<file path="src/hdl/psc_pkg.sv">
`timescale 1ns / 1ps
// ----------------------------------------------------------------------------
// PID speed controller package
// Shared widths, reset values, register indexes and the command and status
// types that pass between the controller and the datapath.
// ----------------------------------------------------------------------------
package psc_pkg;

    localparam int SPEED_WIDTH = 16;
    localparam int GAIN_W      = 16;
    localparam int BOUND_W     = 15;
    localparam int DT_W        = 17;
    localparam int CMD_W       = 16;
    localparam int INT_W       = 16;
    localparam int DERIV_W     = 24;
    localparam int CFG_IDX_W   = 3;
    localparam int CFG_DATA_W  = 16;
    localparam int TIME_FRAC   = 16;
    localparam int ACC_SHIFT   = 8;

    localparam int MUL_A_W = (SPEED_WIDTH > DERIV_W) ? SPEED_WIDTH : DERIV_W;
    localparam int MUL_B_W = DT_W + 1;
    localparam int PROD_W  = MUL_A_W + MUL_B_W;
    localparam int ACC_W   = PROD_W + 2;
    localparam int ISUM_W  = PROD_W - TIME_FRAC + 1;
    localparam int NUM_W   = SPEED_WIDTH + 1 + TIME_FRAC;
    localparam int CNT_W   = $clog2(NUM_W + 1);

    localparam logic [GAIN_W-1:0]  GAIN_P_RST         = 16'd256;
    localparam logic [GAIN_W-1:0]  GAIN_I_RST         = 16'd0;
    localparam logic [GAIN_W-1:0]  GAIN_D_RST         = 16'd13;
    localparam logic [BOUND_W-1:0] INTEGRAL_BOUND_RST = 15'd1280;
    localparam logic [BOUND_W-1:0] ACCEL_BOUND_RST    = 15'd512;

    typedef enum logic [CFG_IDX_W-1:0] {
        CFG_GAIN_P         = 3'd0,
        CFG_GAIN_I         = 3'd1,
        CFG_GAIN_D         = 3'd2,
        CFG_INTEGRAL_BOUND = 3'd3,
        CFG_ACCEL_BOUND    = 3'd4
    } t_cfg_idx;

    typedef struct packed {
        logic [GAIN_W-1:0]  gain_p;
        logic [GAIN_W-1:0]  gain_i;
        logic [GAIN_W-1:0]  gain_d;
        logic [BOUND_W-1:0] integral_bound;
        logic [BOUND_W-1:0] accel_bound;
    } t_cfg;

    typedef enum logic [1:0] {
        MUL_DT,
        MUL_P,
        MUL_I,
        MUL_D
    } t_mul_sel;

    typedef enum logic [1:0] {
        ACC_HOLD,
        ACC_LOAD,
        ACC_ADD
    } t_acc_op;

    typedef struct packed {
        logic     load;
        logic     calc_err;
        logic     mul_go;
        t_mul_sel mul_sel;
        logic     div_start;
        logic     integ_upd;
        t_acc_op  acc_op;
        logic     out_load;
    } t_dp_cmd;

    typedef struct packed {
        logic div_busy;
        logic out_free;
    } t_dp_stat;

    typedef enum logic [3:0] {
        ST_IDLE,
        ST_ERR,
        ST_MUL_DT,
        ST_INTEG,
        ST_MUL_P,
        ST_ACC_P,
        ST_ACC_I,
        ST_DIV_WAIT,
        ST_MUL_D,
        ST_ACC_D,
        ST_FINISH
    } t_state;

endpackage

</file>
<file path="src/hdl/psc_cfg.sv">
`timescale 1ns / 1ps
// ----------------------------------------------------------------------------
// PID speed controller configuration registers
// Holds the gains and bounds, written through a plain indexed write port.
// ----------------------------------------------------------------------------
module psc_cfg import psc_pkg::*; (
    input  logic                  i_clk,
    input  logic                  i_rst_n,
    input  logic                  i_wr_en,
    input  logic [CFG_IDX_W-1:0]  i_index,
    input  logic [CFG_DATA_W-1:0] i_wr_data,
    output t_cfg                  o_cfg
);

    t_cfg r_cfg;
    t_cfg n_cfg;

    always_comb begin
        n_cfg = r_cfg;
        if (i_wr_en) begin
            case (t_cfg_idx'(i_index))
                CFG_GAIN_P: begin
                    n_cfg.gain_p = i_wr_data[GAIN_W-1:0];
                end
                CFG_GAIN_I: begin
                    n_cfg.gain_i = i_wr_data[GAIN_W-1:0];
                end
                CFG_GAIN_D: begin
                    n_cfg.gain_d = i_wr_data[GAIN_W-1:0];
                end
                CFG_INTEGRAL_BOUND: begin
                    n_cfg.integral_bound = i_wr_data[BOUND_W-1:0];
                end
                CFG_ACCEL_BOUND: begin
                    n_cfg.accel_bound = i_wr_data[BOUND_W-1:0];
                end
                default: begin
                    n_cfg = r_cfg;
                end
            endcase
        end
    end

    always_ff @(posedge i_clk) begin
        if (!i_rst_n) begin
            r_cfg.gain_p         <= GAIN_P_RST;
            r_cfg.gain_i         <= GAIN_I_RST;
            r_cfg.gain_d         <= GAIN_D_RST;
            r_cfg.integral_bound <= INTEGRAL_BOUND_RST;
            r_cfg.accel_bound    <= ACCEL_BOUND_RST;
        end else begin
            r_cfg <= n_cfg;
        end
    end

    assign o_cfg = r_cfg;

endmodule

</file>
<file path="src/hdl/psc_div.sv">
`timescale 1ns / 1ps
// ----------------------------------------------------------------------------
// PID speed controller serial divider
// Restoring unsigned divider producing one quotient bit per cycle.
// ----------------------------------------------------------------------------
module psc_div import psc_pkg::*; (
    input  logic             i_clk,
    input  logic             i_rst_n,
    input  logic             i_start,
    input  logic [NUM_W-1:0] i_num,
    input  logic [DT_W-1:0]  i_den,
    output logic             o_busy,
    output logic [NUM_W-1:0] o_quo
);

    logic [DT_W-1:0]  r_rem;
    logic [DT_W-1:0]  n_rem;
    logic [NUM_W-1:0] r_quo;
    logic [NUM_W-1:0] n_quo;
    logic [DT_W-1:0]  r_den;
    logic [DT_W-1:0]  n_den;
    logic [CNT_W-1:0] r_cnt;
    logic [CNT_W-1:0] n_cnt;

    logic [DT_W:0]    w_part;
    logic [DT_W+1:0]  w_trial;
    logic             w_fits;

    assign w_part  = {r_rem, r_quo[NUM_W-1]};
    assign w_trial = {1'b0, w_part} - {2'b00, r_den};
    assign w_fits  = !w_trial[DT_W+1];

    always_comb begin
        n_rem = r_rem;
        n_quo = r_quo;
        n_den = r_den;
        n_cnt = r_cnt;
        if (i_start) begin
            n_rem = '0;
            n_quo = i_num;
            n_den = i_den;
            n_cnt = CNT_W'(NUM_W);
        end else if (r_cnt != '0) begin
            n_rem = w_fits ? w_trial[DT_W-1:0] : w_part[DT_W-1:0];
            n_quo = {r_quo[NUM_W-2:0], w_fits};
            n_cnt = r_cnt - 1'b1;
        end
    end

    always_ff @(posedge i_clk) begin
        if (!i_rst_n) begin
            r_cnt <= '0;
        end else begin
            r_cnt <= n_cnt;
        end
    end

    always_ff @(posedge i_clk) begin
        r_rem <= n_rem;
        r_quo <= n_quo;
        r_den <= n_den;
    end

    assign o_busy = (r_cnt != '0);
    assign o_quo  = r_quo;

endmodule

</file>
<file path="src/hdl/psc_datapath.sv">
`timescale 1ns / 1ps
// ----------------------------------------------------------------------------
// PID speed controller datapath
// Error, integral and derivative state, one shared multiplier, the
// accumulator, the serial divider and the output register.
// ----------------------------------------------------------------------------
module psc_datapath import psc_pkg::*; (
    input  logic                   i_clk,
    input  logic                   i_rst_n,
    input  t_dp_cmd                i_cmd,
    output t_dp_stat               o_stat,
    input  t_cfg                   i_cfg,
    input  logic [SPEED_WIDTH-1:0] i_target_speed,
    input  logic [SPEED_WIDTH-1:0] i_measured_speed,
    input  logic [DT_W-1:0]        i_time_step,
    input  logic                   i_out_stall,
    output logic                   o_out_valid,
    output logic [CMD_W-1:0]       o_accel_command
);

    logic [SPEED_WIDTH-1:0]        r_tgt;
    logic [SPEED_WIDTH-1:0]        r_meas;
    logic [DT_W-1:0]               r_dt;
    logic signed [SPEED_WIDTH-1:0] r_err;
    logic signed [SPEED_WIDTH-1:0] n_err;
    logic                          r_use_d;
    logic                          r_neg;
    logic signed [PROD_W-1:0]      r_prod;
    logic signed [ACC_W-1:0]       r_acc;
    logic signed [ACC_W-1:0]       n_acc;
    logic signed [INT_W-1:0]       r_integ;
    logic signed [INT_W-1:0]       n_integ;
    logic signed [SPEED_WIDTH-1:0] r_prior;
    logic                          r_prior_valid;
    logic                          r_out_valid;
    logic [CMD_W-1:0]              r_cmd;
    logic [CMD_W-1:0]              n_cmd;

    logic signed [SPEED_WIDTH:0]   w_diff;
    logic signed [SPEED_WIDTH:0]   w_ediff;
    logic [SPEED_WIDTH:0]          w_emag;
    logic [NUM_W-1:0]              w_num;
    logic                          w_div_busy;
    logic [NUM_W-1:0]              w_quo;
    logic [NUM_W-1:0]              w_quo_neg;
    logic signed [DERIV_W-1:0]     w_deriv;
    logic signed [MUL_A_W-1:0]     w_mul_a;
    logic signed [MUL_B_W-1:0]     w_mul_b;
    logic signed [PROD_W-1:0]      w_prod;
    logic signed [PROD_W-TIME_FRAC-1:0] w_inc;
    logic signed [ISUM_W-1:0]      w_isum;
    logic signed [ISUM_W-1:0]      w_ib;
    logic signed [ACC_W-ACC_SHIFT-1:0] w_scaled;
    logic signed [ACC_W-ACC_SHIFT-1:0] w_ab;
    logic                          w_out_free;

    assign w_diff = $signed({r_tgt[SPEED_WIDTH-1], r_tgt})
                  - $signed({r_meas[SPEED_WIDTH-1], r_meas});

    always_comb begin
        if (w_diff[SPEED_WIDTH] != w_diff[SPEED_WIDTH-1]) begin
            n_err = w_diff[SPEED_WIDTH] ? $signed({1'b1, {(SPEED_WIDTH-1){1'b0}}})
                                        : $signed({1'b0, {(SPEED_WIDTH-1){1'b1}}});
        end else begin
            n_err = w_diff[SPEED_WIDTH-1:0];
        end
    end

    assign w_ediff = $signed({r_err[SPEED_WIDTH-1], r_err})
                   - $signed({r_prior[SPEED_WIDTH-1], r_prior});
    assign w_emag  = w_ediff[SPEED_WIDTH] ? -w_ediff : w_ediff;
    assign w_num   = {w_emag, {TIME_FRAC{1'b0}}};

    psc_div u_div (
        .i_clk   (i_clk),
        .i_rst_n (i_rst_n),
        .i_start (i_cmd.div_start),
        .i_num   (w_num),
        .i_den   (r_dt),
        .o_busy  (w_div_busy),
        .o_quo   (w_quo)
    );

    assign w_quo_neg = -w_quo;

    always_comb begin
        if (!r_use_d) begin
            w_deriv = '0;
        end else if (r_neg) begin
            if (w_quo > (NUM_W'(1) << (DERIV_W - 1))) begin
                w_deriv = $signed({1'b1, {(DERIV_W-1){1'b0}}});
            end else begin
                w_deriv = w_quo_neg[DERIV_W-1:0];
            end
        end else begin
            if (w_quo > ((NUM_W'(1) << (DERIV_W - 1)) - 1'b1)) begin
                w_deriv = $signed({1'b0, {(DERIV_W-1){1'b1}}});
            end else begin
                w_deriv = w_quo[DERIV_W-1:0];
            end
        end
    end

    always_comb begin
        case (i_cmd.mul_sel)
            MUL_DT: begin
                w_mul_a = MUL_A_W'(r_err);
                w_mul_b = $signed({1'b0, r_dt});
            end
            MUL_P: begin
                w_mul_a = MUL_A_W'(r_err);
                w_mul_b = MUL_B_W'($signed(i_cfg.gain_p));
            end
            MUL_I: begin
                w_mul_a = MUL_A_W'(r_integ);
                w_mul_b = MUL_B_W'($signed(i_cfg.gain_i));
            end
            MUL_D: begin
                w_mul_a = MUL_A_W'(w_deriv);
                w_mul_b = MUL_B_W'($signed(i_cfg.gain_d));
            end
            default: begin
                w_mul_a = MUL_A_W'(r_err);
                w_mul_b = $signed({1'b0, r_dt});
            end
        endcase
    end

    assign w_prod = w_mul_a * w_mul_b;

    assign w_inc  = $signed(r_prod[PROD_W-1:TIME_FRAC]);
    assign w_isum = ISUM_W'(r_integ) + ISUM_W'(w_inc);
    assign w_ib   = $signed({{(ISUM_W-BOUND_W){1'b0}}, i_cfg.integral_bound});

    always_comb begin
        if (w_isum > w_ib) begin
            n_integ = w_ib[INT_W-1:0];
        end else if (w_isum < -w_ib) begin
            n_integ = INT_W'(-w_ib);
        end else begin
            n_integ = w_isum[INT_W-1:0];
        end
    end

    always_comb begin
        case (i_cmd.acc_op)
            ACC_LOAD: n_acc = ACC_W'(r_prod);
            ACC_ADD:  n_acc = r_acc + ACC_W'(r_prod);
            default:  n_acc = r_acc;
        endcase
    end

    assign w_scaled = $signed(r_acc[ACC_W-1:ACC_SHIFT]);
    assign w_ab     = $signed({{(ACC_W-ACC_SHIFT-BOUND_W){1'b0}}, i_cfg.accel_bound});

    always_comb begin
        if (w_scaled > w_ab) begin
            n_cmd = w_ab[CMD_W-1:0];
        end else if (w_scaled < -w_ab) begin
            n_cmd = CMD_W'(-w_ab);
        end else begin
            n_cmd = w_scaled[CMD_W-1:0];
        end
    end

    assign w_out_free = !r_out_valid || !i_out_stall;

    always_ff @(posedge i_clk) begin
        if (!i_rst_n) begin
            r_integ       <= '0;
            r_prior       <= '0;
            r_prior_valid <= 1'b0;
            r_out_valid   <= 1'b0;
        end else begin
            if (i_cmd.integ_upd) begin
                r_integ       <= n_integ;
                r_prior       <= r_err;
                r_prior_valid <= 1'b1;
            end
            if (i_cmd.out_load) begin
                r_out_valid <= 1'b1;
            end else if (!i_out_stall) begin
                r_out_valid <= 1'b0;
            end
        end
    end

    always_ff @(posedge i_clk) begin
        if (i_cmd.load) begin
            r_tgt  <= i_target_speed;
            r_meas <= i_measured_speed;
            r_dt   <= i_time_step;
        end
        if (i_cmd.calc_err) begin
            r_err <= n_err;
        end
        if (i_cmd.div_start) begin
            r_use_d <= r_prior_valid && (r_dt != '0);
            r_neg   <= w_ediff[SPEED_WIDTH];
        end
        if (i_cmd.mul_go) begin
            r_prod <= w_prod;
        end
        r_acc <= n_acc;
        if (i_cmd.out_load) begin
            r_cmd <= n_cmd;
        end
    end

    assign o_stat.div_busy = w_div_busy;
    assign o_stat.out_free = w_out_free;
    assign o_out_valid     = r_out_valid;
    assign o_accel_command = r_cmd;

endmodule

</file>
<file path="src/hdl/psc_ctrl.sv">
`timescale 1ns / 1ps
// ----------------------------------------------------------------------------
// PID speed controller sequencer
// Steps the datapath through error, integral, products and derivative.
// ----------------------------------------------------------------------------
module psc_ctrl import psc_pkg::*; (
    input  logic     i_clk,
    input  logic     i_rst_n,
    input  logic     i_in_valid,
    input  t_dp_stat i_stat,
    output logic     o_in_stall,
    output t_dp_cmd  o_cmd
);

    t_state r_state;
    t_state n_state;

    always_comb begin
        n_state = r_state;
        case (r_state)
            ST_IDLE:     if (i_in_valid) n_state = ST_ERR;
            ST_ERR:      n_state = ST_MUL_DT;
            ST_MUL_DT:   n_state = ST_INTEG;
            ST_INTEG:    n_state = ST_MUL_P;
            ST_MUL_P:    n_state = ST_ACC_P;
            ST_ACC_P:    n_state = ST_ACC_I;
            ST_ACC_I:    n_state = ST_DIV_WAIT;
            ST_DIV_WAIT: if (!i_stat.div_busy) n_state = ST_MUL_D;
            ST_MUL_D:    n_state = ST_ACC_D;
            ST_ACC_D:    n_state = ST_FINISH;
            ST_FINISH:   if (i_stat.out_free) n_state = ST_IDLE;
            default:     n_state = ST_IDLE;
        endcase
    end

    always_comb begin
        o_cmd         = '0;
        o_cmd.mul_sel = MUL_DT;
        o_cmd.acc_op  = ACC_HOLD;
        o_in_stall    = 1'b1;
        case (r_state)
            ST_IDLE: begin
                o_in_stall = 1'b0;
                o_cmd.load = i_in_valid;
            end
            ST_ERR: begin
                o_cmd.calc_err = 1'b1;
            end
            ST_MUL_DT: begin
                o_cmd.mul_go    = 1'b1;
                o_cmd.mul_sel   = MUL_DT;
                o_cmd.div_start = 1'b1;
            end
            ST_INTEG: begin
                o_cmd.integ_upd = 1'b1;
            end
            ST_MUL_P: begin
                o_cmd.mul_go  = 1'b1;
                o_cmd.mul_sel = MUL_P;
            end
            ST_ACC_P: begin
                o_cmd.acc_op  = ACC_LOAD;
                o_cmd.mul_go  = 1'b1;
                o_cmd.mul_sel = MUL_I;
            end
            ST_ACC_I: begin
                o_cmd.acc_op = ACC_ADD;
            end
            ST_DIV_WAIT: begin
                o_cmd.acc_op = ACC_HOLD;
            end
            ST_MUL_D: begin
                o_cmd.mul_go  = 1'b1;
                o_cmd.mul_sel = MUL_D;
            end
            ST_ACC_D: begin
                o_cmd.acc_op = ACC_ADD;
            end
            ST_FINISH: begin
                o_cmd.out_load = i_stat.out_free;
            end
            default: begin
                o_in_stall = 1'b1;
            end
        endcase
    end

    always_ff @(posedge i_clk) begin
        if (!i_rst_n) begin
            r_state <= ST_IDLE;
        end else begin
            r_state <= n_state;
        end
    end

endmodule

</file>
<file path="src/hdl/pid_speed_controller.sv">
`timescale 1ns / 1ps
// ----------------------------------------------------------------------------
// PID speed controller
// Each input word carries a target speed, a measured speed and a time step;
// each produces one clamped acceleration command word.
//
// The input channel takes a word when i_in_valid is high and o_in_stall is
// low. The output channel offers a word on o_out_valid and it is taken when
// i_out_stall is low. Gains and bounds are to be written through the indexed
// write port only while no word is in flight; the block itself does not
// enforce this. Writes to unused indexes are ignored. A word is accepted only
// while the sequencer is idle. Its result is offered on o_out_valid after the
// serial divider forming the derivative, which resolves one quotient bit per
// cycle over 33 bits, has finished; the next word is taken only after that
// result is loaded into the output register.
// The result waits in an output register, so a stalled receiver does not
// hold up the next input word until its result is ready too.
// Reset restores the default gains and bounds, clears the integral and the
// previous error, and leaves both channels empty.
// ----------------------------------------------------------------------------
module pid_speed_controller import psc_pkg::*; (
    input  logic                   i_clk,
    input  logic                   i_rst_n,
    input  logic                   i_in_valid,
    output logic                   o_in_stall,
    input  logic [SPEED_WIDTH-1:0] i_target_speed,
    input  logic [SPEED_WIDTH-1:0] i_measured_speed,
    input  logic [DT_W-1:0]        i_time_step,
    output logic                   o_out_valid,
    input  logic                   i_out_stall,
    output logic [CMD_W-1:0]       o_accel_command,
    input  logic                   i_cfg_wr_en,
    input  logic [CFG_IDX_W-1:0]   i_cfg_index,
    input  logic [CFG_DATA_W-1:0]  i_cfg_wr_data
);

    t_cfg     w_cfg;
    t_dp_cmd  w_cmd;
    t_dp_stat w_stat;

    psc_cfg u_cfg (
        .i_clk     (i_clk),
        .i_rst_n   (i_rst_n),
        .i_wr_en   (i_cfg_wr_en),
        .i_index   (i_cfg_index),
        .i_wr_data (i_cfg_wr_data),
        .o_cfg     (w_cfg)
    );

    psc_ctrl u_ctrl (
        .i_clk      (i_clk),
        .i_rst_n    (i_rst_n),
        .i_in_valid (i_in_valid),
        .i_stat     (w_stat),
        .o_in_stall (o_in_stall),
        .o_cmd      (w_cmd)
    );

    psc_datapath u_dp (
        .i_clk            (i_clk),
        .i_rst_n          (i_rst_n),
        .i_cmd            (w_cmd),
        .o_stat           (w_stat),
        .i_cfg            (w_cfg),
        .i_target_speed   (i_target_speed),
        .i_measured_speed (i_measured_speed),
        .i_time_step      (i_time_step),
        .i_out_stall      (i_out_stall),
        .o_out_valid      (o_out_valid),
        .o_accel_command  (o_accel_command)
    );

    a_busy_after_accept: assert property (@(posedge i_clk) disable iff (!i_rst_n)
        (i_in_valid && !o_in_stall) |=> o_in_stall)
        else $error("Sequencer did not leave idle after accepting a word.");

    a_cmd_within_bound: assert property (@(posedge i_clk) disable iff (!i_rst_n)
        o_out_valid |->
            ($signed(o_accel_command) <= $signed({1'b0, w_cfg.accel_bound})) &&
            ($signed(o_accel_command) >= -$signed({1'b0, w_cfg.accel_bound})))
        else $error("Acceleration command exceeds its bound.");

    a_reset_empty: assert property (@(posedge i_clk)
        !i_rst_n |=> (!o_in_stall && !o_out_valid))
        else $error("Channels not empty after reset.");

endmodule
</file>
<file path="config.mk">
export PLATFORM = sky130hd
export DESIGN_NAME = pid_speed_controller
export DESIGN_NICKNAME = d
export VERILOG_FILES = /design/src/hdl/psc_pkg.sv /design/src/hdl/psc_cfg.sv /design/src/hdl/psc_div.sv /design/src/hdl/psc_datapath.sv /design/src/hdl/psc_ctrl.sv /design/src/hdl/pid_speed_controller.sv
export SDC_FILE = /design/constraint.sdc
export NUM_CORES = 2
export LEC_CHECK = 0
export ABC_AREA = 1
export BUFFER_PORTS_ARGS = -buffer_cell sky130_fd_sc_hd__buf_2
export CAP_MARGIN = 30
export CORE_MARGIN = 2
export CORE_UTILIZATION = 55
export CTS_BUF_LIST = sky130_fd_sc_hd__clkbuf_4 sky130_fd_sc_hd__clkbuf_8 sky130_fd_sc_hd__clkbuf_16
export DETAILED_ROUTE_END_ITERATION = 16
export PLACE_DENSITY = 0.7
export REMOVE_ABC_BUFFERS = 1
export SLEW_MARGIN = 20
export SYNTH_ARGS = -nofsm -noshare
export SYNTH_HDL_FRONTEND = slang
export SYNTH_SLANG_ARGS = --single-unit
</file>
<file path="constraint.sdc">
create_clock -name i_clk -period 7.39 [get_ports i_clk]
set_input_delay 1.1085 -clock i_clk [delete_from_list [all_inputs] [get_ports i_clk]]
set_output_delay 1.1085 -clock i_clk [all_outputs]
set_load 0.01 [all_outputs]
</file>
# Yosys cells after proc, flatten, opt, wreduce, memory -nomap -nowiden
# Cells that the tools add are included.
dict set report totals {
  reg_bits 358
  input_bits 73
  output_inout_bits 18
  word_cells 122
}
dict set report classes {
  n_lt_le_gt_ge 6
  n_addsub 10
  eq_ne 24
  muxes 33
  reduce_logical 21
  mul 1
  n_bitwise 1
}
# op n
set op_table {}
lappend op_table {{2-to-1 mux 24 bit} 4}
lappend op_table {{one-hot mux 44 bit (2 select lines)} 1}
lappend op_table {{2-to-1 mux 16 bit} 5}
lappend op_table {{one-hot mux 18 bit (4 select lines)} 1}
lappend op_table {{one-hot mux 24 bit (3 select lines)} 1}
lappend op_table {{2-to-1 mux 33 bit} 2}
lappend op_table {{adder 44 x 42 -> 44 bit} 1}
lappend op_table {{one-hot mux 4 bit (11 select lines)} 1}
lappend op_table {{multiplier 24 x 18 -> 42 bit} 1}
lappend op_table {{greater-than comparator 36 x 16 -> 1 bit} 1}
lappend op_table {{< comparator 36 bit} 1}
lappend op_table {{negator 15 -> 36 bit} 1}
lappend op_table {{2-to-1 mux 17 bit} 2}
lappend op_table {{subtractor 16 x 16 -> 17 bit} 2}
lappend op_table {{greater-than comparator 33 x 23 -> 1 bit (second input constant)} 1}
lappend op_table {{greater-than comparator 33 x 24 -> 1 bit (second input constant)} 1}
lappend op_table {{adder 16 x 26 -> 27 bit} 1}
lappend op_table {{greater-than comparator 27 x 16 -> 1 bit} 1}
lappend op_table {{< comparator 27 bit} 1}
lappend op_table {{negator 15 -> 27 bit} 1}
lappend op_table {{negator 24 bit} 1}
lappend op_table {{subtractor 18 x 17 -> 19 bit} 1}
lappend op_table {{negator 17 bit} 1}
lappend op_table {{nonzero test 17 bit} 1}
lappend op_table {{31 further kinds} 62}

# Longest topological paths before layout
dict set report depth {
  depth_word 6
  depth_mapped 40
  depth_no_buf 39
}

# Cells and area by module
# From an unflattened synthesis, not the netlist that was laid out.
dict set report hier_totals {
  cells_unflattened 5415
  hier_area_um2 41571.1
}
# module n_inst seq_area_each_um2 area_each_um2 cells_per_inst
set by_module_without_submodules {}
lappend by_module_without_submodules {psc_datapath 1 5755.5 33843.7 4369}
lappend by_module_without_submodules {psc_div 1 1961.9 4247.8 539}
lappend by_module_without_submodules {psc_cfg 1 1561.5 3146.8 450}
lappend by_module_without_submodules {psc_ctrl 1 80.1 332.8 57}

# Least setup slack after synthesis
# Ideal clock, no wire load.
dict set report synth_timing {
  path_type {reg-to-reg}
  from {reg u_dp.u_div.r_quo[0] (netlist: u_dp.u_div.o_quo[0])}
  to {reg u_dp.r_prod[40] (data pin)}
  setup_slack_ps 69
  period_less_slack_ps 7321
  setup_time_ps 259
  stages_incl_launch_ff 36
  n_path_buf 2
  arrival_ps 7062
  required_time_ps 7131
  cell_sequence {dfxtp_1 > inv_1 > ha_1 > nand2_4 > nor3_4 > nand3_2 > nor2_4 > nand3_2 > o21ai_4 > buf_6 > nand3_1 > nand3_1 > nand2_2 > buf_2 > nand3_1 > fa_1 > inv_1 > fa_1 > ha_1 > inv_1 > fa_1 > inv_1 > fa_1 > inv_1 > fa_1 > inv_1 > ha_1 > nand2_1 > nor2_1 > inv_1 > nor4_1 > nand3_1 > nand3_1 > nand3_1 > nand2_1 > xor2_1}
}
dict set report synth_between {
  elab_chain_cells 6
  word_cells_on_any_way 9
  classes_between {1 x add/sub; 1 x mul; 2 x order compare; 5 x mux}
}
# item line
set synth_rtl {}
lappend synth_rtl {{start, declared} psc_div.sv:18} ;# logic [NUM_W-1:0] r_quo;
lappend synth_rtl {{start signal, assigned} psc_div.sv:60} ;# r_quo <= n_quo;
lappend synth_rtl {{greater-than comparator 33 x 23 -> 1 bit, or another cell as far along} psc_datapath.sv:96} ;# if (w_quo > ((NUM_W'(1) << (DERIV_W - 1)) - 1'b1)) begin
lappend synth_rtl {{2-to-1 mux 24 bit (on tied branches)} {psc_datapath.sv:96, psc_datapath.sv:90}}
lappend synth_rtl {{2-to-1 mux 24 bit *} psc_datapath.sv:89} ;# end else if (r_neg) begin
lappend synth_rtl {{2-to-1 mux 24 bit *} psc_datapath.sv:87} ;# if (!r_use_d) begin
lappend synth_rtl {{one-hot mux 24 bit (3 select lines) *} psc_datapath.sv:105} ;# case (i_cmd.mul_sel)
lappend synth_rtl {{multiplier 24 x 18 -> 42 bit *} psc_datapath.sv:129} ;# assign w_prod = w_mul_a * w_mul_b;
lappend synth_rtl {{via u_dp.w_prod[40]} psc_datapath.sv:49} ;# logic signed [PROD_W-1:0] w_prod;
lappend synth_rtl {{end signal, assigned} psc_datapath.sv:202} ;# r_prod <= w_prod;
lappend synth_rtl {{end, declared} psc_datapath.sv:28} ;# logic signed [PROD_W-1:0] r_prod;
# The timed path passes the listed nets; every way through them passes the cells marked *.
# A chain may end at the register's enable or synchronous reset.

# Worst setup path after layout
dict set report layout_timing {
  from {reg u_dp.u_div.r_quo[1] (netlist: u_dp.u_div.o_quo[1])}
  to {reg u_dp.r_prod[20] (data pin)}
}
# The elaborated chain is that of the path after synthesis.

==> results.ini <==
[place]
port_buffers = 90
hpwl_um = 106000
postPlaceCellArea_mm2 = 0.0454
pre_cts_slack_ns = -0.472
place.gp.congestion = 1.02

[drt]
drt_iter0_drc = 2997
vias = 37400
post_drt_wl_per_cell_um = 19.3
drt-total-wl_um = 129000
via_per_inst = 5.59
firstDrtPassIters = 6
antenna_left = 0
drc_errors = 0

[finish]
fillCellCount = 6493
fin_area_mm2 = 0.0482
final_layout_size_suffix_gt1_frac = 0.156
synthToLayoutAreaGrowth_pct = 17.5
diodes = 0
fin_nets = 6521

[synth]
ys_ff_latch = 358
ys.flop_type = edfxtp_1
avgSynthCellArea_um2 = 7.77
ys_types = 63
yosysWarnings = 0
synth_edf_count = 203
syn_area_mm2 = 0.0410
synthCells = 5279
ys_seq_area_frac = 0.224
synth-async-reset-ratio = 0
yosys-top-cells-count = inv_1 (1,008), nand2_1 (806), nor2_1 (532), nand3_1 (442), fa_1 (431)
synth_top_area_share = 0.210
yosys.area.top_type = fa_1
yosysMostFrequentCell = inv_1
synth_area_leaders = fa_1 (21%), edfxtp_1 (15%), ha_1 (9.8%)

[worst_setup_path]
worstPathMaxFanout = 9
path_class = reg -> reg
reg2reg_to = u_dp.r_prod[20]
worstSetupStartpointType = register
cp_slowest_cell = fa_1
worstPathArrival_ns = 7.91
r2r_cells = 37
end_kind = register
rr_startpoint = u_dp.u_div.o_quo[1]
cp.required_ns = 7.76
max_stage_delay_ns = 0.53
reg2reg_slack_ns = -0.16

[timing]
slew_headroom = 0.425
fin_ws_ns = -0.157
fmax_mhz = 133
period_share = 1.02
fin_skew_ns = 0.0301
tightest_slew_ns = 0.860
finalHoldViolCount = 0
fin_crit_ns = 7.55
rsz0062_at_grt = yes
setup_viol = 20
finalMaxSlewViolations = 0

[flow_run]
maxCapViolations = 0

[die]
core_area_mm2 = 0.0741
die_x_um = 277
start_util = 0.554
ioPinCount = 91
dieArea_mm2 = 0.0767
die_h_um = 277
std_cell_rows = 100

[clock_tree]
clock_sinks = 358
hold_buffers = 0
cts-root-buf = clkbuf_16
cts_tree = built
htree_levels = 2
clkLatencyLatePin_ns = 0.62
path_clk_slew_ns = 0.06
numCtsBuffers = 44
clock_path_buffers = 3

[hold_path]
min_path_cells = 2
holdCritPathClass = reg -> reg
hp-start = u_dp.r_prior[2]
min_to = u_dp.r_prior[2]

[grt]
grt_overflow = 0
grt_use_total = 0.339
grt_use_met2 = 0.547
use_met3 = 0.0615
met1_usage = 0.451
busiest_layer = met2
grt_pass1_vias = 36700
grt_pass1_wl_um = 204000
grt_max_degree = 93
antenna_found_initial = 0

[status]
outcome = complete, but fails checks
violations = negative setup slack

[logic make-up after synthesis]
| group | Yosys count | synth area share |
|---|---|---|
| fa+ha+maj | 753 | 0.309 |
| simple gates | 2003 | 0.211 |
| flops | 358 | 0.224 |
| xor+xnor | 145 | 0.0312 |
| buf+inv | 1194 | 0.112 |
| compound gates | 826 | 0.112 |
[routing by layer]
metal | up-vias | share of wire
li1 | 17800 | -
met1 | 17800 | 0.42
met2 | 1493 | 0.45
met3 | 310 | 0.082
met4 | 0 | 0.050
met5 | - | 0
[placed cells by master (no fill, tap or decap), types with 18 or more instances in the layout]
cell / count
buf_12: 29
edfxtp_1: 203
xor2_1: 92
a21oi_2: 21
ha_1: 307
nor2_1: 497
nand3_1: 430
buf_2: 91
o22ai_1: 19
nand2_2: 28
inv_1: 994
xnor2_1: 49
nand4_1: 50
nor3_1: 52
inv_2: 18
nand2_1: 784
o21ai_0: 297
nor4_1: 18
clkbuf_16: 45
a21oi_1: 300
fa_1: 415
or2_2: 44
nor2_2: 32
a31oi_1: 40
o21ai_1: 18
buf_4: 396
dfxtp_1: 154
buf_6: 21
[how the worst max path moves through the flow]
stage	startpoint	end	cells after the start
5_1_grt	u_dp.u_div.o_quo[1]	u_dp.r_prod[37]	38
6_report	u_dp.u_div.o_quo[1]	u_dp.r_prod[20]	37
4_1_cts	u_dp.u_div.o_quo[29]	u_dp.r_prod[35]	36
2_1_floorplan	u_ctrl.r_state[0]	u_dp.r_prod[40]	29
3_3_place_gp	u_dp.u_div.o_quo[27]	u_dp.r_prod[30]	32
3_5_place_dp	u_dp.u_div.o_quo[1]	u_dp.r_prod[30]	33
[final cells by class]
| cell class | count | area, um^2 | share of cell area |
|---|---|---|---|
| flip-flops and latches | 358 | 9200 | 0.191 |
| inverters | 1022 | 3850 | 0.0798 |
| multi-input cells | 3727 | 28000 | 0.582 |
| clock buffers | 59 | 1260 | 0.0261 |
| clock inverters | 23 | 299 | 0.00621 |
| well taps | 969 | 1210 | 0.0252 |
| repair buffers | 542 | 4350 | 0.0902 |
[worst max-delay path: cells and delay by family (launching register included)]
family	cells	cell delay (ns)
adder cells (fa/ha/maj)	8	3.32
buffers and inverters	13	1.36
AND/OR/NAND/NOR	8	1.16
AO/OA/AOI/OAI	7	1.08
flip-flops	1	0.34
XOR/XNOR	1	0.06
[stage by stage]
step	std cells	hold slack (ns)	util	TNS [ns]
floorplan	5107	0.429	-	-33.37
global placement	6567	0.439	0.611	-3.73
detailed placement	6571	0.447	0.612	-5.98
CTS	6669	0.458	0.638	-0.00468
global route	6700	0.472	0.650	-9.03
finish	6700	0.458	0.650	-1.61
[repair_timing]
action,in CTS,in global routing
setup buffers,16,30
endpoints found under the hold margin,0,0
gates cloned,0,1
resized for setup,62,161
endpoints found under the setup margin,24,26
pin swaps,32,69
[registers in the layout (all words and copies together), names as in the netlist]
name / count
u_dp.r_prior: 16
u_dp.u_div.r_rem: 17
u_dp.u_div.r_den: 17
u_dp.o_accel_command: 16
u_ctrl.r_state: 4
u_dp.r_integ: 16
u_dp.r_err: 16
u_dp.r_tgt: 16
u_dp.u_div.o_quo: 33
u_dp.r_dt: 17
u_dp.r_acc: 44
u_dp.r_prod: 42
u_dp.r_neg: 1
u_cfg.o_cfg: 78
u_dp.r_meas: 16
u_dp.o_out_valid: 1
u_dp.r_use_d: 1
u_dp.r_prior_valid: 1
u_dp.u_div.r_cnt: 6
Power is not shown: default switching activity piles up to over one toggle a cycle in this logic, so the estimate is an artifact.
